$ cat config.mk
export PLATFORM = sky130hd
export DESIGN_NAME = cst_cell
export DESIGN_NICKNAME = d
export VERILOG_FILES = /design/src/rtl/core/cst_pkg.sv /design/src/rtl/core/cst_cell.sv
export SDC_FILE = /design/constraint.sdc
export NUM_CORES = 1
export LEC_CHECK = 0
export BUFFER_PORTS_ARGS = -buffer_cell sky130_fd_sc_hd__buf_4
export CAP_MARGIN = 20
export CORE_MARGIN = 8
export CORE_UTILIZATION = 38
export CTS_BUF_LIST = sky130_fd_sc_hd__clkbuf_16
export DETAILED_ROUTE_END_ITERATION = 8
export PLACE_DENSITY = 0.72
export REMOVE_ABC_BUFFERS = 1
export SYNTH_ARGS = -nofsm -noshare
export SYNTH_HDL_FRONTEND = slang
export SYNTH_SLANG_ARGS = --single-unit
export TNS_END_PERCENT = 5
$ cat constraint.sdc
create_clock -name clk -period 2.05 [get_ports clk]
set_input_delay 0.41 -clock clk [delete_from_list [all_inputs] [get_ports clk]]
set_output_delay 0.41 -clock clk [all_outputs]
set_load 0.05 [all_outputs]
$ cat src/rtl/core/cst_pkg.sv
`timescale 1ns / 1ps
// shared types and constants for the client slot table
package cst_pkg;

    localparam int OPCODE_W = 2;
    localparam int ADDR_W   = 48;
    localparam int SLOT_W   = 6;
    localparam int STATUS_W = 2;
    localparam int COUNT_W  = 7;
    localparam int IDX_W    = 8;

    typedef enum logic [OPCODE_W-1:0] {
        OP_ADD    = 2'd0,
        OP_REMOVE = 2'd1,
        OP_FIND   = 2'd2,
        OP_READ   = 2'd3
    } opcode_t;

    typedef enum logic [STATUS_W-1:0] {
        ST_DONE    = 2'd0,
        ST_PRESENT = 2'd1,
        ST_FULL    = 2'd2,
        ST_MISSING = 2'd3
    } status_t;

    typedef enum logic {
        S_IDLE = 1'b0,
        S_BUSY = 1'b1
    } state_t;

    typedef struct packed {
        logic              valid;
        opcode_t           op;
        logic [ADDR_W-1:0] addr;
        logic [SLOT_W-1:0] rd_idx;
        logic              match_hit;
        logic [IDX_W-1:0]  match_slot;
        logic              free_hit;
        logic [IDX_W-1:0]  free_slot;
        logic              rd_conn;
        logic [ADDR_W-1:0] rd_addr;
    } token_t;

    typedef struct packed {
        logic              en;
        logic [IDX_W-1:0]  slot;
        logic              conn;
        logic [ADDR_W-1:0] addr;
    } wr_t;

endpackage

$ cat src/rtl/core/cst_cell.sv
`timescale 1ns / 1ps
// one slot of the table: stores flag and address, inspects the passing search token
module cst_cell #(
    parameter int INDEX = 0,
    parameter int AW    = 48
) (
    input  logic            clk,
    input  logic            rst_n,
    input  cst_pkg::token_t tok_in,
    input  cst_pkg::wr_t    wr,
    output cst_pkg::token_t tok_out
);
    import cst_pkg::*;

    logic             conn_reg, conn_next;
    logic [AW-1:0]    addr_reg, addr_next;
    token_t           tok_reg, tok_next;
    logic [IDX_W-1:0] my_idx;
    logic             hit;

    assign my_idx = IDX_W'(INDEX);
    assign hit    = conn_reg && (addr_reg == tok_in.addr[AW-1:0]);

    always_comb
    begin
        tok_next = tok_in;
        if (tok_in.valid)
        begin
            // lowest index wins since the token visits slots in order
            if (hit && !tok_in.match_hit)
            begin
                tok_next.match_hit  = 1'b1;
                tok_next.match_slot = my_idx;
            end
            if (!conn_reg && !tok_in.free_hit)
            begin
                tok_next.free_hit  = 1'b1;
                tok_next.free_slot = my_idx;
            end
            if ((tok_in.op == OP_READ) && (IDX_W'(tok_in.rd_idx) == my_idx))
            begin
                tok_next.rd_conn = conn_reg;
                tok_next.rd_addr = ADDR_W'(addr_reg);
            end
        end
    end

    always_comb
    begin
        conn_next = conn_reg;
        addr_next = addr_reg;
        if (wr.en && (wr.slot == my_idx))
        begin
            conn_next = wr.conn;
            addr_next = wr.addr[AW-1:0];
        end
    end

    always_ff @(posedge clk or negedge rst_n)
    begin
        if (!rst_n)
        begin
            conn_reg <= 1'b0;
            addr_reg <= '0;
            tok_reg  <= '0;
        end
        else
        begin
            conn_reg <= conn_next;
            addr_reg <= addr_next;
            tok_reg  <= tok_next;
        end
    end

    assign tok_out = tok_reg;

endmodule

Yosys cells after proc, flatten, opt, wreduce, memory -nomap -nowiden
Index checks and enable logic that the tools add are counted.
- register bits: 173
- input port bits: 184
- output and inout port bits: 124
- equal/unequal tests: 2
- muxes and demuxes: 4
- reductions and logical operators: 10
- operators with widths (kind ; number):
    2-to-1 mux 67 bit ; 1
    2-to-1 mux 49 bit ; 1
    == test 48 bit ; 1
    2-to-1 mux 9 bit ; 2
    zero test 8 bit ; 2
    logical AND 1 bit ; 5
    zero test 1 bit ; 3
    == test 2 bit, second input constant ; 1

Longest topological paths before layout
- word-level depth: 5
- depth in mapped cells: 6
- gate-level depth less buffers: 5

Least setup slack after synthesis
No wires, ideal clock.
- path kind: input to register
- from: input port tok_in[70] in the netlist's numbering
- to: register tok_reg (netlist bit tok_out[10])
- library setup time: 0.125 ns
- data arrival time: 1.787 ns
- required time: 1.925 ns
- slack: 0.138 ns
- cell stages on the path: 5
- cells stage by stage: or4_1 -> nor3_2 -> nand4_4 -> buf_6 -> mux2_4
- RTL lines (what ; RTL line ; text):
    from (decl) ; cst_cell.sv:9 ; input cst_pkg::token_t tok_in,
    to (signal assigned) ; cst_cell.sv:71 ; tok_reg <= tok_next;
    to (decl) ; cst_cell.sv:17 ; token_t tok_reg, tok_next;

==> impl_results.md <==
* N_diodes at 0
* DR iter-0 viols at 160
* Worst slew pin tran at 0.706 ns
* WL/cell at 19.2 um
* H-tree levels at 4
* Hold/Removal Path Class: in2reg
* Initial antenna violation count at 0
* Core area at 0.0166 mm^2
* Simple-Gate Fraction of Synth Area at 4.68%
* Met2 GRT Util at 30.0%
* Compound-cell area share of the yosys netlist at 2.17%
* Synthesized flop and latch total at 173
* Synth Instances at 386
* Top FF cell, synth: dfrtp_1
* Die area at 0.0214 mm^2
* Ys Warns at 0
* Setup crit start kind: flip-flop
* Static leakage at 5.07 nW
* Chip Width at 146 um
* Remaining Overflow, GRT at 0
* Total CTS buffers at 17
* Final cycle utilization of the critical path at 93.8%
* Combinational power share at 15.6%
* Area contributors post-synth: dfrtp_1 67%, mux2_4 10%, mux2_2 8.9%
* Worst Hold Depth at 1
* All-layer global routing usage at 17.4%
* Post-route ant nets at 0
* DP Area at 0.00909 mm^2
* Post-Place Cells at 915
* Status: complete, no violations
* Share of cells above drive strength 1 at 62.3%
* DP Wirelength at 14,600 um
* Clk_skew at 0.00806 ns
* Max Clock Freq at 0.520 GHz
* Clk pwr share at 40.8%
* Kind of critical path: reg2reg
* Vias in the first global route at 5,124
* Vias/cell at 4.60
* Post-synth top area cell: dfrtp_1
* Setup crit end kind: flip-flop
* Data required, critical path at 2.33 ns
* Top cell type's share of synthesized area at 67.2%
* Final #Nets at 900
* Top Usage Layer GRT: met2
* Yosys cell types at 28
* Setup bufs post-CTS at 0
* Fin. max-slew vios at 0
* Slew HR at 52.9%
* Share of flip-flops with an asynchronous set or reset at 100%
* Fin. Hold Viols at 0
* Crit path arrival time at 2.20 ns
* Internal power at 6.20 mW
* Most frequent cell after synthesis: dfrtp_1
* Mux share of post-synthesis cell area at 19.2%
* RSZ-0062 raised after global routing: yes
* Largest net degree at the start of global routing at 50
* Maximum vdd drop at 0.000594 V
* First-pass GRT wire length at 28,900 um
* Vias at 4,361
* Routing usage on met1 at 19.5%
* Clock buffer depth at 2
* Area of the multi-input gates at 0.00203 mm^2
* Die Y at 146 um
* Fill cells at 1,338
* Clock Sinks at 173
* Switching Fraction at 26.3%
* Sequential area share after synthesis at 67.2%
* Met3 usage at 6.27%
* Initial Util at 38.9%
* Register Area at 0.00433 mm^2
* Synthesized area at 0.00645 mm^2
* Final Power at 8.41 mW
* Switching Power at 2.21 mW
* Wirelength, routed at 18,200 um
* Area growth, synth to finish at 51.4%
* Final std cells w/o fill at 949
* # rows at 47
* IO Pins at 308
* Total of max-cap violations at 0
* Syn_area_per_cell at 16.7 um^2
* GPL Wtd Cong at 0.779
* Number of synthesized flops with an enable pin at 0
* Final setup violating endpoints at 0
* Largest family of logic cells by synthesized area: multiplexers
* Synth Area in XOR/XNOR at 5.30%
* Largest fanout on the critical path at 4
* Final Critical Period at 1.92 ns
* Worst-case reg-to-reg path depth at 7
* Pwr dens at 861 mW/mm^2
* Most instantiated cells after synthesis: 173 x dfrtp_1, 51 x mux2_2, 44 x mux2_4, 33 x xor2_1, 11 x nand2b_1
* Clock-pin slew on the worst setup and hold paths at 0.07 ns
* Final Cell Area at 0.00976 mm^2
* DRT Pass-1 Iters at 4
* Port Buffers at 307
* Setup TNS at 0 ns
* TritonCTS clock tree: done
* Residual DRC count at 0
* Clk root buf: clkbuf_16
* Adder-cell area share of the yosys netlist at 0%
* Max reg flops at 124
* Clk_lat worst skew at 0.41 ns
* Register share of total power at 43.6%
-- layout make-up --
| type | count | share of cell area [%] |
|---|---|---|
| inverter | 6 | 0.231 |
| clock inverter | 15 | 2.12 |
| timing repair buffer | 321 | 25.3 |
| tap | 220 | 2.82 |
| sequential | 173 | 44.4 |
| multi-input combinational | 197 | 20.9 |
| clock buffer | 17 | 4.36 |
-- what timing repair did --
item,CTS,global route
hold buffers,1,0
endpoints found under the setup margin,9,9
hold endpoints to repair,37,0
resized for setup,2,6
pin swaps,0,2
gates cloned,0,1
-- cells by family (layout without fill, tap and decap cells) --
logic type / count (synthesis) / count (layout)
flops: 173 / 173
mux: 95 / 95
simple gates: 45 / 45
xor+xnor: 39 / 39
compound gates: 18 / 18
buf+inv: 16 / 359
-- worst max-delay path: stages (launching register included) --
cell      delay [ns]
dfrtp_1         0.42
xor2_1          0.16
nor4_1          0.41
nand4_1         0.20
buf_4           0.19
nor4_4          0.14
buf_2           0.19
a21boi_0        0.08
-- through the flow --
step           hold slack (ns)  utilization, %  setup slack, ns
6_report                 0.110            58.8            0.128
5_1_grt                 0.0813            58.8          -0.0373
4_1_cts                 0.0836            58.8          0.00875
3_5_place_dp             0.367            54.8           -0.214
3_3_place_gp             0.356            54.8           -0.238
2_1_floorplan            0.114               -           -0.904
-- power groups by stage --
| stage | Clock (mW) | Combinational, mW | Sequential (mW) |
|---|---|---|---|
| 6_report | 3.43 | 1.31 | 3.67 |
| 5_1_grt | 3.66 | 1.39 | 3.68 |
| 4_1_cts | 3.52 | 1.33 | 3.67 |
| 3_5_place_dp | 0 | 1.32 | 3.73 |
| 3_3_place_gp | 0 | 1.30 | 3.73 |
| 2_1_floorplan | 0 | 0.199 | 4.18 |
-- layout by cell type (no fill, tap or decap), types with 4 or more instances in the layout --
cell type	n
clkinvlp_4	4
bufinv_16	4
nor2b_1	8
buf_4	314
buf_12	4
inv_6	4
inv_1	6
mux2_2	51
a21boi_1	4
mux2_4	44
nand2b_1	11
nor4_1	7
dfrtp_1	173
clkbuf_16	17
xnor2_1	6
a21boi_0	4
nand2_1	5
xor2_1	33
-- per-layer routing --
metal | part of all wire (%) | vias up
met5 | 0 | -
met4 | 1.6 | 0
met3 | 7.5 | 16
met2 | 51 | 190
met1 | 40 | 2152
li1 | - | 2003
-- path summary, 6_finish.rpt --
check                                           end                     start  slack, ns
min in group asynchronous     tok_out[28]$_DFF_PN0_                     rst_n       0.49
max in group asynchronous     tok_out[90]$_DFF_PN0_                     rst_n       0.96
setup / recovery              tok_out[65]$_DFF_PN0_  addr_reg[46]$_DFFE_PN0P_       0.13
hold reg to reg            addr_reg[23]$_DFFE_PN0P_  addr_reg[23]$_DFFE_PN0P_       0.54
hold / removal                tok_out[69]$_DFF_PN0_                tok_in[69]       0.11
setup reg to reg              tok_out[65]$_DFF_PN0_  addr_reg[46]$_DFFE_PN0P_       0.13
No activity file was read; power rests on OpenSTA's default activity.
