**src/rtl/core/cst_pkg.sv**
```systemverilog
`timescale 1ns / 1ps
// shared types and constants for the client slot table
package cst_pkg;

    localparam int OPCODE_W = 2;
    localparam int ADDR_W   = 48;
    localparam int SLOT_W   = 6;
    localparam int STATUS_W = 2;
    localparam int COUNT_W  = 7;
    localparam int IDX_W    = 8;

    typedef enum logic [OPCODE_W-1:0] {
        OP_ADD    = 2'd0,
        OP_REMOVE = 2'd1,
        OP_FIND   = 2'd2,
        OP_READ   = 2'd3
    } opcode_t;

    typedef enum logic [STATUS_W-1:0] {
        ST_DONE    = 2'd0,
        ST_PRESENT = 2'd1,
        ST_FULL    = 2'd2,
        ST_MISSING = 2'd3
    } status_t;

    typedef enum logic {
        S_IDLE = 1'b0,
        S_BUSY = 1'b1
    } state_t;

    typedef struct packed {
        logic              valid;
        opcode_t           op;
        logic [ADDR_W-1:0] addr;
        logic [SLOT_W-1:0] rd_idx;
        logic              match_hit;
        logic [IDX_W-1:0]  match_slot;
        logic              free_hit;
        logic [IDX_W-1:0]  free_slot;
        logic              rd_conn;
        logic [ADDR_W-1:0] rd_addr;
    } token_t;

    typedef struct packed {
        logic              en;
        logic [IDX_W-1:0]  slot;
        logic              conn;
        logic [ADDR_W-1:0] addr;
    } wr_t;

endpackage

```
**src/rtl/core/cst_req_if.sv**
```systemverilog
`timescale 1ns / 1ps
// request channel: operation word into the slot table
interface cst_req_if;
    logic                         valid;
    logic                         ready;
    logic [cst_pkg::OPCODE_W-1:0] opcode;
    logic [cst_pkg::ADDR_W-1:0]   client_address;
    logic [cst_pkg::SLOT_W-1:0]   slot_index;

    modport source (output valid, opcode, client_address, slot_index, input ready);
    modport sink (input valid, opcode, client_address, slot_index, output ready);
endinterface

```
**src/rtl/core/cst_rsp_if.sv**
```systemverilog
`timescale 1ns / 1ps
// response channel: result word out of the slot table
interface cst_rsp_if;
    logic                         valid;
    logic                         ready;
    logic [cst_pkg::SLOT_W-1:0]   slot_number;
    logic [cst_pkg::STATUS_W-1:0] status;
    logic                         slot_connected;
    logic [cst_pkg::ADDR_W-1:0]   slot_address;
    logic [cst_pkg::COUNT_W-1:0]  connected_count;

    modport source (output valid, slot_number, status, slot_connected, slot_address,
                    connected_count, input ready);
    modport sink (input valid, slot_number, status, slot_connected, slot_address,
                  connected_count, output ready);
endinterface

```
**src/rtl/core/cst_ctrl.sv**
```systemverilog
`timescale 1ns / 1ps
// sequencer: launches the search token, resolves the result, writes back and counts
module cst_ctrl #(
    parameter int SLOTS = 64,
    parameter int AW    = 48
) (
    input  logic            clk,
    input  logic            rst_n,
    cst_req_if.sink         request,
    cst_rsp_if.source       response,
    input  cst_pkg::token_t tok_done,
    output cst_pkg::token_t tok_launch,
    output cst_pkg::wr_t    wr
);
    import cst_pkg::*;

    localparam int CW = $clog2(SLOTS + 1);

    state_t              state_reg, state_next;
    logic [CW-1:0]       count_reg, count_next;
    logic                out_valid_reg, out_valid_next;
    logic [SLOT_W-1:0]   slot_reg, slot_next;
    logic [STATUS_W-1:0] status_reg, status_next;
    logic                conn_reg, conn_next;
    logic [ADDR_W-1:0]   saddr_reg, saddr_next;
    logic                load_out;
    logic                in_ready;
    logic                accept;
    logic [ADDR_W-1:0]   addr_mask;
    logic [CW+6:0]       count_ext;

    assign addr_mask = ADDR_W'({AW{1'b1}});
    assign in_ready  = (state_reg == S_IDLE) && (!out_valid_reg || response.ready);
    assign accept    = request.valid && in_ready;
    assign request.ready = in_ready;

    always_comb
    begin
        tok_launch        = '0;
        tok_launch.valid  = accept;
        tok_launch.op     = opcode_t'(request.opcode);
        tok_launch.addr   = request.client_address & addr_mask;
        tok_launch.rd_idx = request.slot_index;
    end

    always_comb
    begin
        state_next     = state_reg;
        count_next     = count_reg;
        out_valid_next = out_valid_reg;
        load_out       = 1'b0;
        slot_next      = '0;
        status_next    = ST_DONE;
        conn_next      = 1'b0;
        saddr_next     = '0;
        wr             = '0;
        if (out_valid_reg && response.ready)
            out_valid_next = 1'b0;
        case (state_reg)
            S_IDLE:
            begin
                if (accept)
                    state_next = S_BUSY;
            end
            S_BUSY:
            begin
                if (tok_done.valid)
                begin
                    state_next     = S_IDLE;
                    out_valid_next = 1'b1;
                    load_out       = 1'b1;
                    case (tok_done.op)
                        OP_ADD:
                        begin
                            if (tok_done.match_hit)
                            begin
                                status_next = ST_PRESENT;
                                slot_next   = SLOT_W'(tok_done.match_slot);
                            end
                            else if (tok_done.free_hit)
                            begin
                                slot_next  = SLOT_W'(tok_done.free_slot);
                                wr.en      = 1'b1;
                                wr.slot    = tok_done.free_slot;
                                wr.conn    = 1'b1;
                                wr.addr    = tok_done.addr;
                                count_next = count_reg + CW'(1);
                            end
                            else
                                status_next = ST_FULL;
                        end
                        OP_REMOVE:
                        begin
                            if (tok_done.match_hit)
                            begin
                                slot_next = SLOT_W'(tok_done.match_slot);
                                wr.en     = 1'b1;
                                wr.slot   = tok_done.match_slot;
                                if (count_reg != '0)
                                    count_next = count_reg - CW'(1);
                            end
                            else
                                status_next = ST_MISSING;
                        end
                        OP_FIND:
                        begin
                            if (tok_done.match_hit)
                                slot_next = SLOT_W'(tok_done.match_slot);
                            else
                                status_next = ST_MISSING;
                        end
                        OP_READ:
                        begin
                            slot_next  = tok_done.rd_idx;
                            conn_next  = tok_done.rd_conn;
                            saddr_next = tok_done.rd_addr;
                        end
                        default:
                            status_next = ST_DONE;
                    endcase
                end
            end
            default:
                state_next = S_IDLE;
        endcase
    end

    always_ff @(posedge clk or negedge rst_n)
    begin
        if (!rst_n)
        begin
            state_reg     <= S_IDLE;
            count_reg     <= '0;
            out_valid_reg <= 1'b0;
        end
        else
        begin
            state_reg     <= state_next;
            count_reg     <= count_next;
            out_valid_reg <= out_valid_next;
        end
    end

    always_ff @(posedge clk)
    begin
        if (load_out)
        begin
            slot_reg   <= slot_next;
            status_reg <= status_next;
            conn_reg   <= conn_next;
            saddr_reg  <= saddr_next;
        end
    end

    assign count_ext = {7'b0, count_reg};

    assign response.valid           = out_valid_reg;
    assign response.slot_number     = slot_reg;
    assign response.status          = status_reg;
    assign response.slot_connected  = conn_reg;
    assign response.slot_address    = saddr_reg;
    assign response.connected_count = count_ext[COUNT_W-1:0];

endmodule

```
**src/flat_wrapper.sv**
```systemverilog
// flat-port wrapper written by rule: the top's interface ports become plain ports
module cst_ctrl_flat import cst_pkg::*;
#(
    parameter int SLOTS = 64,
    parameter int AW    = 48
)
  (clk, rst_n, tok_done, tok_launch, wr, request_valid, request_opcode, request_client_address, request_slot_index, request_ready, response_valid, response_slot_number, response_status, response_slot_connected, response_slot_address, response_connected_count, response_ready);
  cst_req_if request_i ();
  cst_rsp_if response_i ();
  input  logic clk;
  input  logic rst_n;
  input  cst_pkg::token_t tok_done;
  output cst_pkg::token_t tok_launch;
  output cst_pkg::wr_t wr;
  input wire logic [$bits(request_i.valid)-1:0] request_valid;
  input wire logic [$bits(request_i.opcode)-1:0] request_opcode;
  input wire logic [$bits(request_i.client_address)-1:0] request_client_address;
  input wire logic [$bits(request_i.slot_index)-1:0] request_slot_index;
  output wire logic [$bits(request_i.ready)-1:0] request_ready;
  output wire logic [$bits(response_i.valid)-1:0] response_valid;
  output wire logic [$bits(response_i.slot_number)-1:0] response_slot_number;
  output wire logic [$bits(response_i.status)-1:0] response_status;
  output wire logic [$bits(response_i.slot_connected)-1:0] response_slot_connected;
  output wire logic [$bits(response_i.slot_address)-1:0] response_slot_address;
  output wire logic [$bits(response_i.connected_count)-1:0] response_connected_count;
  input wire logic [$bits(response_i.ready)-1:0] response_ready;
  assign request_i.valid = request_valid;
  assign request_i.opcode = request_opcode;
  assign request_i.client_address = request_client_address;
  assign request_i.slot_index = request_slot_index;
  assign request_ready = request_i.ready;
  assign response_valid = response_i.valid;
  assign response_slot_number = response_i.slot_number;
  assign response_status = response_i.status;
  assign response_slot_connected = response_i.slot_connected;
  assign response_slot_address = response_i.slot_address;
  assign response_connected_count = response_i.connected_count;
  assign response_i.ready = response_ready;
  cst_ctrl #(.SLOTS(SLOTS), .AW(AW)) u_core (.clk(clk), .rst_n(rst_n), .request(request_i), .response(response_i), .tok_done(tok_done), .tok_launch(tok_launch), .wr(wr));
endmodule
```
**config.mk**
```make
export PLATFORM = sky130hd
export DESIGN_NAME = cst_ctrl_flat
export DESIGN_NICKNAME = d
export VERILOG_FILES = /design/src/rtl/core/cst_pkg.sv /design/src/rtl/core/cst_req_if.sv /design/src/rtl/core/cst_rsp_if.sv /design/src/rtl/core/cst_ctrl.sv /design/src/flat_wrapper.sv
export SDC_FILE = /design/constraint.sdc
export NUM_CORES = 1
export LEC_CHECK = 0
export ABC_AREA = 1
export BUFFER_PORTS_ARGS = -buffer_cell sky130_fd_sc_hd__buf_4
export CAP_MARGIN = 0
export CORE_AREA = 2 2 166 168
export DETAILED_ROUTE_END_ITERATION = 8
export DIE_AREA = 0 0 168 170
export HOLD_SLACK_MARGIN = 0.06
export SETUP_SLACK_MARGIN = 0.02
export SYNTH_ARGS = -nofsm -noshare
export SYNTH_HDL_FRONTEND = slang
export SYNTH_SLANG_ARGS = --single-unit
```
**constraint.sdc**
```tcl
create_clock -name clk -period 5.4 [get_ports clk]
set_clock_uncertainty 0.2 [all_clocks]
set_input_delay 1.08 -clock clk [delete_from_list [all_inputs] [get_ports clk]]
set_output_delay 1.08 -clock clk [all_outputs]
set_load 0.05 [all_outputs]
```
# Word-level counts from Yosys, hierarchy flattened
# Index checks and enable logic that the tools add are counted.
# op_classes
n_bitwise	1
n_addsub	2
mux	28
n_eq_ne	7
n_reduce_logical	12
# op_table
operator	count
2-to-1 mux 58 bit	4
2-to-1 mux 49 bit	1
2-to-1 mux 7 bit	4
2-to-1 mux 6 bit	3
one-hot mux 6 bit (3 select lines)	1
one-hot mux 9 bit (2 select lines)	1
one-hot mux 7 bit (2 select lines)	1
2-to-1 mux 9 bit	1
adder 7 x 1 -> 7 bit (second input constant)	1
2-to-1 mux 1 bit	7
AND reduction 7 bit	1
nonzero test 7 bit	1
subtractor 7 x 1 -> 7 bit (second input constant)	1
2-to-1 mux 2 bit	3
inequality test 2 bit (second input constant)	3
== test 2 bit (second input constant)	2
one-hot mux 2 bit (2 select lines)	1
logical AND 1 bit	3
AND reduction 3 bit	1
== test 2 x 1 -> 1 bit (second input constant)	1
zero test 2 bit	1
inequality test 2 x 1 -> 1 bit (second input constant)	1
one-hot mux 1 bit (2 select lines)	1
AND reduction 2 bit	1
5 further kinds	5
# word_totals
output_inout_bits	248
inputBits	184
ff_bits	66

# Logic depth before layout (Yosys ltp)
# depth
ltp_word	6
ltp_mapped	14
depth_no_buf	13

# Worst setup path before layout
# OpenSTA, ideal clock, no wires.
# synth_path
path_type	in2out
startpoint	input tok_done[122] (netlist bit)
endpoint	output wr[55] (netlist bit)
n_path_buf	1
required_ns	4.120
cell_stages	7
arrival_ns	2.888
path_slack_ns	1.232
path_cell_list	inv_1 ha_1 buf_2 nand2_1 inv_1 nand2_1 a21boi_0
# synth_lines
item	line_no	source
start: declaration	flat_wrapper.sv:12	input cst_pkg::token_t tok_done;
end: declaration	flat_wrapper.sv:14	output cst_pkg::wr_t wr;

==> impl_metrics.py <==
metrics = {
    "setup_path": {
        "reg2regPathDepth": 5,
        "critPathMaxFanout": 43,
        "setup.worst_path.class": "primary input to primary output",
        "cp.arrival_ns": 2.92,
        "critical_path_required_ns": 4.12,
        "cp-start-kind": "primary input",
        "end_kind": "primary output",
    },
    "timing": {
        "finalCritPeriodShare_pct": 77.7,
        "rsz0062_at_grt": "false",
        "tns_ns": 0,
        "timing.fmax_mhz": 238,
        "tightest_slew_ns": 0.996,
        "setup_viol": 0,
        "timing.slew.headroom_pct": 33.4,
        "period_needed_ns": 4.20,
        "maxSlewViolCount": 0,
        "finalHoldViolCount": 0,
        "fin_ws_ns": 1.20,
    },
    "cts": {
        "clk_path_buf_depth": 2,
        "clock_sinks": 66,
        "cts_tree": "built",
        "post_cts_buffers": 0,
        "hold_buffers": 0,
        "clk_pin_slew_ns": 0.06,
        "clockRootBuffer": "clkbuf_16",
        "numCtsBuffers": 9,
        "post_cts_resized": 0,
        "htree_levels": 3,
        "clkLatencyLatePin_ns": 0.33,
    },
    "logic_synthesis": {
        "ys_warn_count": 0,
        "ys_ff_latch": 66,
        "synth_mux_area_share_pct": 0,
        "ys_seq_area_share_pct": 40.8,
        "synth-main-ff-cell": "edfxtp_1",
        "synth_top_family_by_area": "buffers and inverters",
        "syn_inst": 581,
        "synthXorXnorAreaFrac_pct": 0.712,
        "yosys.area.top_type": "edfxtp_1",
        "synthTopCellsByCount": "125 x buf_4, 124 x inv_1, 92 x nor2_1, 57 x edfxtp_1, 55 x nand2_1",
        "ys_types": 34,
        "yosys.area_share.simple_pct": 19.5,
        "yosysMostFrequentCell": "buf_4",
        "synth_fa_ha_area_share_pct": 1.58,
        "synth_area_per_cell_um2": 8.16,
        "async_flop_share_pct": 13.6,
        "syn-cell-area_um2": 4740,
        "synth-compound-area-share_pct": 5.04,
        "synth_edf_count": 57,
        "synthTopCellsByArea": "edfxtp_1 36%, buf_4 20%, inv_1 9.8%, nor2_1 7.3%, dfrtp_1 4.7%",
        "yosys.area.top_type_share_pct": 36.1,
    },
    "floorplan": {
        "start_util_pct": 17.8,
        "rows": 60,
        "dieArea_um2": 28600,
        "io_pins": 432,
        "die_h_um": 170,
        "core_area_um2": 26700,
        "die_x_um": 168,
    },
    "hold_path": {
        "hold_class": "register to register",
        "whs_path_depth": 2,
    },
    "place": {
        "place_ws_ns": 1.18,
        "routabilityCongestion": 0.806,
        "hpwl_um": 14000,
        "port_buffers": 252,
        "place_inst": 1101,
    },
    "drt": {
        "wl_per_cell_um": 15.2,
        "num_vias": 3999,
        "drc_errors": 0,
        "dr.pass1.iters": 4,
        "wirelength_um": 17000,
        "via_per_inst": 3.58,
        "drtAntennaViolNets": 0,
        "drt_iter0_markers": 251,
    },
    "global_route": {
        "grt_antenna_before_repair": 0,
        "grt_pass1_vias": 3632,
        "grt.total_usage_pct": 11.1,
        "grt_max_degree": 59,
        "grt_overflow": 0,
        "grt_pass1_wl_um": 23200,
    },
    "layout": {
        "final_cells": 1117,
        "area_delta_synth_final_pct": 39.0,
        "largest_reg_flops": 48,
        "diodes": 0,
        "fillers": 2903,
        "final_layout_size_suffix_gt1_share_pct": 39.3,
        "nets": 961,
        "final_util_pct": 24.7,
    },
    "power_and_ir_drop": {
        "ir_drop_mv": 0.123,
        "power.density_nw_per_um2": 314,
        "p_leak_nw": 3.50,
    },
    "status": {
        "outcome": "finished, final reports clean",
    },
    "flow_run": {
        "max_cap_viol_count": 0,
    },
}
layout make-up:
cell class	count	area, µm²	area share, %
Inverter	126	473	7.18
Tap cell	341	427	6.47
Sequential cell	66	1940	29.4
Clock inverter	7	75.1	1.14
Timing Repair Buffer	257	1930	29.3
Multi-Input combinational cell	311	1530	23.1
Clock buffer	9	225	3.42
logic make-up after synthesis:
kind of cell | Yosys count
adder cells (fa/ha/maj) | 6
AO/OA/AOI/OAI | 36
XOR/XNOR | 3
AND/OR/NAND/NOR | 199
buffers and inverters | 270
flip-flops | 66
other | 1
layer usage:
metal,vias up,GRT usage (%),wire [µm]
met1,1760,11.1,5670
li1,1946,-,-
met4,0,5.52,618
met5,-,0,0
met3,44,4.53,1920
met2,249,19.9,8780
cell usage in the layout, fill, tap and decap left out, types with 3 or more instances in the layout:
cell       netlist  routed
a221oi_1         3       3
nand2_1         55      54
ha_1             6       6
a32oi_1          3       3
nor2_4          12      12
dfrtp_1          9       9
nor2_1          92      92
a21oi_1          7       7
inv_1          124     123
nand3_1         22      22
nor2_2          10      10
o21ai_0          7       7
buf_4          125     257
nor3_1           4       4
a31oi_1          6       6
clkbuf_16        0       9
a211oi_1         3       3
conb_1           1      67
inv_2            2       3
edfxtp_1        57      57
power by group:
| part | internal, mW | total (mW) | switching (mW) | leakage, nW |
|---|---|---|---|---|
| registers | 0.627 | 0.681 | 0.0534 | 0.660 |
| clock network | 0.360 | 0.591 | 0.230 | 0.150 |
| logic | 0.224 | 0.797 | 0.573 | 2.69 |
through the flow:
stage / area [µm²] / hold slack [ns] / power [mW]
2_1_floorplan: 4990 / 0.327 / 1.38
3_3_place_gp: 6290 / 0.295 / 1.49
3_5_place_dp: 6290 / 0.305 / 1.50
4_1_cts: 6590 / 0.321 / 2.11
5_1_grt: 6590 / 0.338 / 2.19
6_report: 6590 / 0.314 / 2.07
worst max-delay path, cell delays in order:
cell and delay, ns:
buf_4 0.10, inv_1 0.04, ha_1 0.18, buf_4 0.19, nand2_4 0.10, nor2_4 0.04
inv_2 0.64, buf_4 0.31, nor2_4 0.04, buf_4 0.18
final timing paths:
check                      slack [ns]                  start                            endpoint
max in group asynchronous        4.47                  rst_n               u_core.response.valid
min in group asynchronous        0.37                  rst_n  u_core.response.connected_count[5]
max                              1.20          tok_done[121]                              wr[31]
min reg2reg                      0.31  u_core.response.valid               u_core.response.valid
min                              0.31  u_core.response.valid               u_core.response.valid
max reg2reg                      3.09       u_core.state_reg    u_core.response.slot_address[18]
(Power assumes the default switching activity.)
